### src/hdl/sbrr_pkg.sv
// Package with types and constants of the servo bus response receiver.
`timescale 1ns / 1ps
package sbrr_pkg;

  localparam int unsigned ByteW    = 8;
  localparam int unsigned TicksW   = 20;
  localparam int unsigned CfgIdxW  = 1;
  localparam int unsigned CfgDataW = 20;

  localparam logic [ByteW-1:0]  HeaderByte  = 8'hff;
  localparam logic [ByteW-1:0]  MinLength   = 8'd2;
  localparam logic [TicksW-1:0] ElapsedMax  = '1;
  localparam logic [ByteW-1:0]  IdReset     = 8'd1;
  localparam logic [TicksW-1:0] TimeoutReset = 20'd10000;

  localparam int unsigned BitVoltage     = 0;
  localparam int unsigned BitOverheat    = 2;
  localparam int unsigned BitChecksum    = 4;
  localparam int unsigned BitOverload    = 5;
  localparam int unsigned BitInstruction = 6;

  typedef enum logic [1:0] {
    KIND_START = 2'd0,
    KIND_BYTE  = 2'd1,
    KIND_TICK  = 2'd2,
    KIND_NONE  = 2'd3
  } kind_e;

  typedef enum logic [CfgIdxW-1:0] {
    REG_EXPECTED_ID   = 1'd0,
    REG_TIMEOUT_TICKS = 1'd1
  } reg_e;

  typedef enum logic [2:0] {
    PH_HDR0 = 3'd0,
    PH_HDR1 = 3'd1,
    PH_ID   = 3'd2,
    PH_LEN  = 3'd3,
    PH_ERR  = 3'd4,
    PH_BODY = 3'd5
  } phase_e;

  typedef enum logic [1:0] {
    PEND_QUIET    = 2'd0,
    PEND_BAD_ID   = 2'd1,
    PEND_BAD_SIZE = 2'd2
  } pend_e;

  typedef enum logic [2:0] {
    ST_OK          = 3'd0,
    ST_QUIET       = 3'd1,
    ST_BAD_ID      = 3'd2,
    ST_BAD_SIZE    = 3'd3,
    ST_BAD_CHECK   = 3'd4,
    ST_DEV_CHECK   = 3'd5,
    ST_DEV_INSTR   = 3'd6
  } status_e;

  typedef struct packed {
    logic             is_final;
    logic [ByteW-1:0] param_byte;
    status_e          status;
    logic             voltage_flag;
    logic             overheat_flag;
    logic             overload_flag;
    logic [ByteW-1:0] device_error;
  } res_t;

endpackage

### src/hdl/servo_bus_response_receiver_top.sv
// Top level of the servo bus response receiver: status packet parser.
`timescale 1ns / 1ps
// Usage:
//   Input channel (in_valid_i / in_stall_o) carries kind_i and rx_byte_i: a start
//   command, a received bus byte, or one time tick. Output channel (out_valid_o /
//   out_stall_i) carries one result: a parameter byte (is_final_o low) or the
//   final status of the reception. Parameter bytes are valid only if the final
//   status is ok. Configuration writes (cfg_valid_i / cfg_ready_o) set the
//   expected id (index 0) and the timeout in ticks (index 1); ready is always high.
//   A result appears at the output register in the cycle after the transfer
//   that causes it. Throughput: one item per cycle while in_stall_o is low;
//   the parser state and the output register are updated in the same cycle
//   from an 8-bit compare, an 8-bit add and a 20-bit tick compare.
//   Reset: no reception is open, expected id is 1, timeout is 10000 ticks; bytes
//   and ticks are ignored until a start command.
//   Stall: while the output register holds a result and the receiver stalls,
//   in_stall_o is high; a result being taken frees the register in the same
//   cycle, so input transfers continue without a gap.
module servo_bus_response_receiver_top (
  input  logic                          clk_i,
  input  logic                          rst_ni,
  input  logic                          in_valid_i,
  output logic                          in_stall_o,
  input  logic [1:0]                    kind_i,
  input  logic [sbrr_pkg::ByteW-1:0]    rx_byte_i,
  output logic                          out_valid_o,
  input  logic                          out_stall_i,
  output logic                          is_final_o,
  output logic [sbrr_pkg::ByteW-1:0]    param_byte_o,
  output logic [2:0]                    status_o,
  output logic                          voltage_flag_o,
  output logic                          overheat_flag_o,
  output logic                          overload_flag_o,
  output logic [sbrr_pkg::ByteW-1:0]    device_error_o,
  input  logic                          cfg_valid_i,
  output logic                          cfg_ready_o,
  input  logic [sbrr_pkg::CfgIdxW-1:0]  cfg_index_i,
  input  logic [sbrr_pkg::CfgDataW-1:0] cfg_data_i
);
  import sbrr_pkg::*;

  logic [ByteW-1:0]  expected_id_q;
  logic [TicksW-1:0] timeout_q;

  logic              active_q, active_d;
  phase_e            phase_q, phase_d;
  logic [ByteW-1:0]  param_total_q, param_total_d;
  logic [ByteW-1:0]  param_seen_q, param_seen_d;
  logic [ByteW-1:0]  sum_q, sum_d;
  logic [ByteW-1:0]  err_q, err_d;
  pend_e             pend_q, pend_d;
  logic [TicksW-1:0] elapsed_q, elapsed_d;

  logic              out_valid_q, out_valid_d;
  res_t              res_q, res_d;
  logic              res_vld;
  logic              acc;
  logic [ByteW-1:0]  want;

  assign cfg_ready_o = 1'b1;
  assign in_stall_o  = out_valid_q && out_stall_i;
  assign acc         = in_valid_i && !in_stall_o;
  assign want        = ~sum_q;

  always_ff @(posedge clk_i or negedge rst_ni) begin
    if (!rst_ni) begin
      expected_id_q <= IdReset;
      timeout_q     <= TimeoutReset;
    end else if (cfg_valid_i && cfg_ready_o) begin
      unique case (reg_e'(cfg_index_i))
        REG_EXPECTED_ID:   expected_id_q <= cfg_data_i[ByteW-1:0];
        REG_TIMEOUT_TICKS: timeout_q     <= cfg_data_i[TicksW-1:0];
        default: ;
      endcase
    end
  end

  always_comb begin
    active_d      = active_q;
    phase_d       = phase_q;
    param_total_d = param_total_q;
    param_seen_d  = param_seen_q;
    sum_d         = sum_q;
    err_d         = err_q;
    pend_d        = pend_q;
    elapsed_d     = elapsed_q;
    res_vld       = 1'b0;
    res_d         = '0;
    res_d.status  = ST_OK;

    if (acc) begin
      if (kind_e'(kind_i) == KIND_START) begin
        active_d      = 1'b1;
        phase_d       = PH_HDR0;
        param_total_d = '0;
        param_seen_d  = '0;
        sum_d         = '0;
        err_d         = '0;
        pend_d        = PEND_QUIET;
        elapsed_d     = '0;
      end else if (active_q && kind_e'(kind_i) == KIND_BYTE) begin
        unique case (phase_q)
          PH_HDR0: phase_d = (rx_byte_i == HeaderByte) ? PH_HDR1 : PH_HDR0;
          PH_HDR1: phase_d = (rx_byte_i == HeaderByte) ? PH_ID : PH_HDR0;
          PH_ID: begin
            if (rx_byte_i == expected_id_q) begin
              sum_d   = rx_byte_i;
              phase_d = PH_LEN;
            end else begin
              pend_d  = PEND_BAD_ID;
              phase_d = PH_HDR0;
            end
          end
          PH_LEN: begin
            if (rx_byte_i >= MinLength) begin
              param_total_d = rx_byte_i - MinLength;
              param_seen_d  = '0;
              sum_d         = sum_q + rx_byte_i;
              phase_d       = PH_ERR;
            end else begin
              pend_d  = PEND_BAD_SIZE;
              phase_d = PH_HDR0;
            end
          end
          PH_ERR: begin
            err_d   = rx_byte_i;
            sum_d   = sum_q + rx_byte_i;
            phase_d = PH_BODY;
          end
          PH_BODY: begin
            res_vld = 1'b1;
            if (param_seen_q < param_total_q) begin
              param_seen_d     = param_seen_q + 8'd1;
              sum_d            = sum_q + rx_byte_i;
              res_d.param_byte = rx_byte_i;
            end else begin
              active_d           = 1'b0;
              res_d.is_final     = 1'b1;
              res_d.device_error = err_q;
              if (rx_byte_i != want) begin
                res_d.status = ST_BAD_CHECK;
              end else if (err_q[BitChecksum]) begin
                res_d.status = ST_DEV_CHECK;
              end else if (err_q[BitInstruction]) begin
                res_d.status = ST_DEV_INSTR;
              end else begin
                res_d.voltage_flag  = err_q[BitVoltage];
                res_d.overheat_flag = err_q[BitOverheat];
                res_d.overload_flag = err_q[BitOverload];
              end
            end
          end
          default: phase_d = PH_HDR0;
        endcase
      end else if (active_q && kind_e'(kind_i) == KIND_TICK) begin
        if (elapsed_q != ElapsedMax) begin
          elapsed_d = elapsed_q + 20'd1;
        end
        if (elapsed_d > timeout_q) begin
          active_d       = 1'b0;
          res_vld        = 1'b1;
          res_d.is_final = 1'b1;
          unique case (pend_q)
            PEND_BAD_ID:   res_d.status = ST_BAD_ID;
            PEND_BAD_SIZE: res_d.status = ST_BAD_SIZE;
            default:       res_d.status = ST_QUIET;
          endcase
        end
      end
    end

    out_valid_d = acc ? res_vld : (out_valid_q && out_stall_i);
  end

  always_ff @(posedge clk_i or negedge rst_ni) begin
    if (!rst_ni) begin
      active_q      <= 1'b0;
      phase_q       <= PH_HDR0;
      param_total_q <= '0;
      param_seen_q  <= '0;
      sum_q         <= '0;
      err_q         <= '0;
      pend_q        <= PEND_QUIET;
      elapsed_q     <= '0;
      out_valid_q   <= 1'b0;
    end else begin
      active_q      <= active_d;
      phase_q       <= phase_d;
      param_total_q <= param_total_d;
      param_seen_q  <= param_seen_d;
      sum_q         <= sum_d;
      err_q         <= err_d;
      pend_q        <= pend_d;
      elapsed_q     <= elapsed_d;
      out_valid_q   <= out_valid_d;
    end
  end

  // hold the result while stalled, load on a transfer that produces one
  always_ff @(posedge clk_i) begin
    if (acc && res_vld) begin
      res_q <= res_d;
    end
  end

  assign out_valid_o     = out_valid_q;
  assign is_final_o      = res_q.is_final;
  assign param_byte_o    = res_q.param_byte;
  assign status_o        = res_q.status;
  assign voltage_flag_o  = res_q.voltage_flag;
  assign overheat_flag_o = res_q.overheat_flag;
  assign overload_flag_o = res_q.overload_flag;
  assign device_error_o  = res_q.device_error;

`ifndef NO_ASSERTIONS
  a_final_closes: assert property (@(posedge clk_i) disable iff (!rst_ni)
    acc && res_vld && res_d.is_final |=> !active_q)
    else $error("final status did not close the reception");

  a_seen_bound: assert property (@(posedge clk_i) disable iff (!rst_ni)
    param_seen_q <= param_total_q)
    else $error("parameter count passed the packet length");

  a_param_clean: assert property (@(posedge clk_i) disable iff (!rst_ni)
    out_valid_q && !res_q.is_final |->
      res_q.status == ST_OK && res_q.device_error == '0)
    else $error("parameter result carries status fields");

  a_result_source: assert property (@(posedge clk_i) disable iff (!rst_ni)
    $rose(out_valid_q) |-> $past(acc && res_vld))
    else $error("result appeared without a transfer");
`endif

endmodule
### config.mk
export PLATFORM = sky130hd
export DESIGN_NAME = servo_bus_response_receiver_top
export DESIGN_NICKNAME = d
export VERILOG_FILES = /design/src/hdl/sbrr_pkg.sv /design/src/hdl/servo_bus_response_receiver_top.sv
export SDC_FILE = /design/constraint.sdc
export NUM_CORES = 1
export LEC_CHECK = 0
export ABC_CLOCK_PERIOD_IN_PS = 6800
export BUFFER_PORTS_ARGS = -buffer_cell sky130_fd_sc_hd__clkbuf_2
export CAP_MARGIN = 20
export CORE_ASPECT_RATIO = 1.2
export CORE_MARGIN = 5
export CORE_UTILIZATION = 35
export DETAILED_ROUTE_END_ITERATION = 12
export GPL_TIMING_DRIVEN = 0
export SYNTH_ARGS = -nofsm -noshare
export SYNTH_HDL_FRONTEND = slang
export SYNTH_SLANG_ARGS = --single-unit
### constraint.sdc
create_clock -name clk_i -period 6.8 [get_ports clk_i]
set_clock_uncertainty 0.2 [all_clocks]
set_input_delay 0.34 -clock clk_i [delete_from_list [all_inputs] [get_ports clk_i]]
set_output_delay 0.34 -clock clk_i [all_outputs]
set_load 0.03 [all_outputs]
# Yosys cells after proc, flatten, opt, wreduce, memory -nomap -nowiden
# Cells that the tools add are included.
classes:
  n_lt_le_gt_ge: 3
  muxes: 66
  eq_ne: 22
  n_reduce_logical: 32
  bitwise_logic: 6
  add_sub_neg: 4
ops:
  columns: ["operator", "n"]
  rows:
  - ["2-to-1 mux 20 bit", 8]
  - ["2-to-1 mux 8 bit", 17]
  - ["case mux 8 bit (4 select lines)", 1]
  - ["2-to-1 mux 3 bit", 10]
  - ["2-to-1 mux 23 bit", 1]
  - ["adder 20 x 1 -> 20 bit, second input constant", 1]
  - ["> comparator 20 bit", 1]
  - ["!= test 20 bit, second input constant", 1]
  - ["!= test 3 bit, second input constant", 6]
  - ["case mux 3 bit (6 select lines)", 1]
  - ["2-to-1 mux 1 bit", 16]
  - ["2-to-1 mux 2 bit", 8]
  - ["case mux 8 bit (2 select lines)", 1]
  - ["AND reduction 5 bit", 3]
  - ["2-to-1 mux 14 bit", 1]
  - ["nonzero test 3 bit", 4]
  - ["nonzero test 2 bit", 5]
  - ["OR reduction 5 bit", 2]
  - ["AND reduction 3 bit", 3]
  - ["adder 8 x 1 -> 8 bit, second input constant", 1]
  - ["adder 8 bit", 1]
  - ["equality test 8 bit", 1]
  - ["equality test 8 bit, second input constant", 1]
  - [">= comparator 8 x 2 -> 1 bit, second input constant", 1]
  - ["23 further kinds", 38]
word_totals:
  output_inout_bits: 26
  wordCells: 151
  ff_bits: 110
  input_bits: 36

# Depth between registers and ports, before layout
logic_depth:
  word_depth: 13
  ltp_mapped: 18
  mapped_depth_nobuf: 15

# Worst setup path before layout
# OpenSTA, ideal clock, no wires.
synth_path:
  path_kind: "reg-to-reg"
  start: "register elapsed_q[0]"
  end: "register res_q, in the netlist device_error_o[0] (enable)"
  setup_time_ps: 355
  path_buffers: 3
  arrival_time_ps: 4022
  synth_period_minus_slack_ps: 4577
  slack_ps: 2223
  path_stages_with_launch: 19
  t_required_ps: 6245
  path_cell_list: "dfrtp_1 -> ha_1 -> and3_1 -> clkbuf_1 -> nand4_1 -> or4_1 -> buf_2 -> and3_4 -> buf_6 -> nand3_1 -> xnor2_1 -> ha_1 -> nand4_1 -> nor4_1 -> o21ai_0 -> o211ai_1 -> a21oi_1 -> a311oi_1 -> or2_2"
synth_between:
  elab_chain_len: 13
  elab_cells_between_ends: 14
  classes_between: "add/sub: 1; order compare: 1; eq/ne: 1; mux: 10; reduce/logical: 1"
synth_rtl:
  columns: ["element", "line_no", "rtl"]
  rows:
  - ["start: declaration", "servo_bus_response_receiver_top.sv:52", "logic [TicksW-1:0] elapsed_q, elapsed_d;"]
  - ["start signal: assignment", "servo_bus_response_receiver_top.sv:194", "elapsed_q <= elapsed_d;"]
  - ["adder 20 x 1 -> 20 bit or != test 20 bit (tied branches)", "servo_bus_response_receiver_top.sv:157, servo_bus_response_receiver_top.sv:156", null]
  - ["2-to-1 mux 20 bit *", "servo_bus_response_receiver_top.sv:156", "if (elapsed_q != ElapsedMax) begin"]
  - ["2-to-1 mux 20 bit *", "servo_bus_response_receiver_top.sv:155", "end else if (active_q && kind_e'(kind_i) == KIND_TICK) begin"]
  - ["2-to-1 mux 20 bit *", "servo_bus_response_receiver_top.sv:101", "end else if (active_q && kind_e'(kind_i) == KIND_BYTE) begin"]
  - ["2-to-1 mux 20 bit *", "servo_bus_response_receiver_top.sv:92", "if (kind_e'(kind_i) == KIND_START) begin"]
  - ["2-to-1 mux 20 bit *", "servo_bus_response_receiver_top.sv:91", "if (acc) begin"]
  - ["> comparator 20 bit *", "servo_bus_response_receiver_top.sv:159", "if (elapsed_d > timeout_q) begin"]
  - ["2-to-1 mux 1 bit *", "servo_bus_response_receiver_top.sv:159", null]
  - ["2-to-1 mux 1 bit *", "servo_bus_response_receiver_top.sv:155", null]
  - ["2-to-1 mux 1 bit *", "servo_bus_response_receiver_top.sv:101", null]
  - ["2-to-1 mux 1 bit *", "servo_bus_response_receiver_top.sv:92", null]
  - ["2-to-1 mux 1 bit *", "servo_bus_response_receiver_top.sv:91", null]
  - ["logical AND 1 bit *", "servo_bus_response_receiver_top.sv:201", "if (acc && res_vld) begin"]
  - ["end signal: assignment", "servo_bus_response_receiver_top.sv:202", "res_q <= res_d;"]
  - ["end: declaration", "servo_bus_response_receiver_top.sv:55", "res_t res_q, res_d;"]
# Mark *: on every way between the ends. The rest lies on a longest branch, timed or not. The select of a mux whose other input is x is not followed.
# A chain may end at the register's enable or synchronous reset.

# Final worst setup path
layout_path:
  start: "register elapsed_q[0]"
  end: "register res_q, in the netlist param_byte_o[2] (enable)"
# The elaborated chain is that of the path after synthesis.

==> key figures <==
Worst hold path
  • Hold Crit Class: in2reg
  • Hold path cells: 2
  • Hold Path Sink: timeout_q[19]
  • Min-delay src: cfg_data_i[19]

Drt
  • Routed WL: approximately 15000 microns
  • Pre-antenna DRT Iters: 4
  • Iter 0 DRT Violations: 254
  • Final ANT Viol Nets: 0
  • Via count: 4971
  • Drt via density: just over 5
  • Routed len/inst: around 15 microns
  • # DRC: 0

Power
  • Gate power share: between 10% and 20%
  • LEAKAGE: 0.003437 uW
  • Switching share of power: around 28%
  • Switching pwr: between 400 and 500 uW
  • Clk pwr share: 33.8%
  • Pwr Total: ~1600 uW
  • Internal power: 1148 uW
  • IR Drop Worst-Case VDD: between 100 and 150 uV
  • PD cells: around 220 mW/mm^2
  • Sequential share of power: a little under half

Clock tree
  • TritonCTS clock tree: yes
  • Root buf cell: clkbuf_16
  • Bufs on Longest Clock Path: 2
  • Worst-path clk slew: 70 ps
  • CTS sink count: 110
  • Clock Latency Late Sink: roughly 360 ps
  • Num CTS Buffers: 9
  • CTS resizes: 0
  • H-tree levels: 3

Worst setup path
  • RR Endpoint: param_byte_o[2]
  • Critical path class: reg2reg
  • Startpoint Class: flip-flop
  • CP Capture Type: flip-flop
  • Critical Path RT: between 6000 and 7000 ps
  • Worst path arrival time: about 5500 ps
  • Max stage delay cell, worst path: a311oi_1
  • CP cell instances: ha_1 -> and3_1 -> clkbuf_1 -> nand4_1 -> nor4_2 -> nor3_1 -> clkbuf_1 -> nand2_1 -> xnor2_1 -> ha_1 -> nand4_1 -> nor4_1 -> o21ai_0 -> o211ai_1 -> a21oi_1 -> a311oi_1 -> or2_2
  • Crit path max fanout: 23
  • Buffers and inverters on the worst path: 2
  • FF-to-FF path depth: 17
  • CP peak stage delay: approximately 800 ps
  • Flop-to-flop setup slack: approximately 1100 ps
  • CP top delay family: simple AND/OR/NAND/NOR gates
  • RR Startpoint: elapsed_q[0]

Synthesis
  • Synthesized area per cell: 9.647 sq um
  • Syn_nets: 734
  • Area of the mapped netlist: 0.006357 sq mm
  • Post-synth EDFFs: 23
  • Synthesized flop and latch total: 110
  • Post-synthesis async set-or-reset flop share: about four fifths
  • Main synth FF type: dfrtp_1
  • Sequential area share after synthesis: between 40% and 50%
  • Post-Synthesis Cells: approximately 660
  • Synth Warn #: 0
  • Distinct cells, synth: 61

Final layout
  • Share of layout cells above drive strength 1: between 10% and 20%
  • FF/Latch Area: 0.002875 sq mm
  • Ant diodes: 0
  • Multi-input gate area: ~0.0032 sq mm
  • Synthesis-to-layout area growth: 15.43%
  • Fillcell total: between 1500 and 2000
  • Post-route insts no fill: around 970
  • Final #Nets: approximately 810

Global routing
  • Largest net degree at the start of global routing: 46
  • Vias in the first global route: slightly above 5000
  • First-pass GRT wire length: ~25000 microns
  • Total GRT Usage: between 10% and 20%
  • Initial antenna violation count: 0
  • Total grt overflow: 0

Floorplan
  • Die Span Y: around 160 microns
  • Core Area: approximately 0.018 sq mm
  • # rows: 54
  • Chip width: around 130 microns
  • Die area: 0.02097 sq mm
  • Initial core utilization: a little over a third
  • # IOs: 62

STA
  • Max Slew Vio Count: 0
  • Final hold violations: 0
  • RSZ-0062 raised after global routing: no
  • TNS Setup: 0 ps
  • Tmin final: approximately 5700 ps
  • Final worst-path cycle share: 84.30%
  • Worst-margin pin slew: slightly above 1000 ps
  • Max Fclk: around 0.17 GHz
  • Final hold slack: about 12 ps
  • Slew headroom: ~32%
  • # setup viols final: 0

Placed design
  • Port buffer count: 59
  • Placed Cells incl. Taps: around 940
  • Hpwl dp: around 11000 microns
  • Placer Congestion: approximately 0.79

Outcome
  • Status: finished, final reports clean

Run
  • Max Cap Violations: 0
## synth_stat cells, types with 3 or more instances
cell	number	share of area [%]
dfrtp_1	81	32
nand2_1	74	4.4
o21ai_0	48	3.8
nor2_1	46	2.7
inv_1	40	2.4
ha_1	38	7.5
a21oi_1	34	2.7
mux2_2	31	5.5
xnor2_1	26	3.6
clkbuf_1	25	1.5
edfxtp_1	23	11
and3_1	20	2.0
nand3_1	19	1.5
o31ai_1	18	2.1
a21o_1	13	1.5
and2_1	11	1.1
nor3_1	10	0.79
nand4_1	9	0.89
xor2_1	9	1.2
dfstp_2	6	2.5
a22o_1	5	0.69
a31oi_1	5	0.49
nor2b_1	5	0.49
nor4_1	4	0.39
o41ai_1	4	0.55
buf_2	3	0.24
o21ai_1	3	0.24
or3_1	3	0.30
or4_1	3	0.35
## worst max-delay path by stage
stage | startpoint | end | slack, ps | depth (start not counted)
final | elapsed_q[0] | param_byte_o[2] | 1070 | 17
after global placement | elapsed_q[0] | param_byte_o[3] | 1090 | 17
after CTS | elapsed_q[0] | param_byte_o[2] | 1090 | 17
after global routing | elapsed_q[0] | status_o[2] | 550 | 17
after floorplan | elapsed_q[0] | device_error_o[0] | 2220 | 18
after detailed placement | elapsed_q[0] | param_byte_o[7] | 1130 | 17
## flip-flops by register name, indices dropped and copies added, names as in the netlist
register         count
expected_id_q        8
param_total_q        8
active_q             1
param_seen_q         8
sum_q                8
overload_flag_o      1
voltage_flag_o       1
timeout_q           20
param_byte_o         8
elapsed_q           20
overheat_flag_o      1
status_o             3
out_valid_o          1
device_error_o       8
pend_q               2
phase_q              3
is_final_o           1
err_q                8
## cells in the final DEF (no fill, tap or decap), types with 9 or more instances in the layout
cell type  synthesis  final
dfrtp_1           81     81
nand2_1           74     74
clkbuf_2           0     58
o21ai_0           48     48
nor2_1            46     46
inv_1             40     40
ha_1              38     38
a21oi_1           34     34
mux2_2            31     31
xnor2_1           26     26
clkbuf_1          25     25
edfxtp_1          23     23
and3_1            20     20
nand3_1           19     19
o31ai_1           18     18
a21o_1            13     13
and2_1            11     11
nor3_1            10     10
nand4_1            9      9
xor2_1             9      9
clkbuf_16          0      9
## per-stage QoR
stage	utilization, %	setup WS, ps	area, sq um
2_1_floorplan	-	2223	6357
3_3_place_gp	38.43	1087	6933
3_5_place_dp	38.60	1134	6963
4_1_cts	40.62	1088	7328
5_1_grt	40.68	551.5	7338
6_report	40.68	1068	7338
## area by class of cell
type | count | area share, %
Multi-Input combinational cell | 477 | 43.56
Sequential cell | 110 | 39.18
Timing Repair Buffer | 68 | 5.524
Tap cell | 224 | 3.819
Clock buffer | 9 | 3.069
Inverter | 40 | 2.046
Buffer | 32 | 1.841
Clock inverter | 6 | 0.9548
## power groups by stage
stage | registers [uW] | clock network [uW] | logic (uW)
final | 769 | 541 | 290
after global routing | 777 | 587 | 337
after CTS | 768 | 557 | 294
after detailed placement | 782 | 0 | 289
after global placement | 780 | 0 | 282
after floorplan | 770 | 0 | 212
## metal layers
metal	track usage [%]	vias to the layer above	wire [microns]
met3	3.338	21	614
met4	4.059	0	242
met1	19.63	2359	6909
met2	25.12	95	6928
met5	0	-	0
li1	-	2496	-
## kinds of logic (layout without fill, tap and decap cells)
kind of cell    after synthesis  after routing  share of synthesized area (%)
simple gates                220            220                          17.26
xor+xnor                     35             35                          4.822
other cells                   1              1                        0.05899
compound gates              149            149                          14.54
fa+ha+maj                    39             39                          7.794
mux                          33             33                          5.806
buf+inv                      72            155                          4.487
flops                       110            110                          45.23
## repair_timing
action                    in CTS  in global routing
hold buffers                   7                  1
hold endpoints to repair      42                  1
setup buffers                  0                  0
No activity file was read; power rests on OpenSTA's default activity.
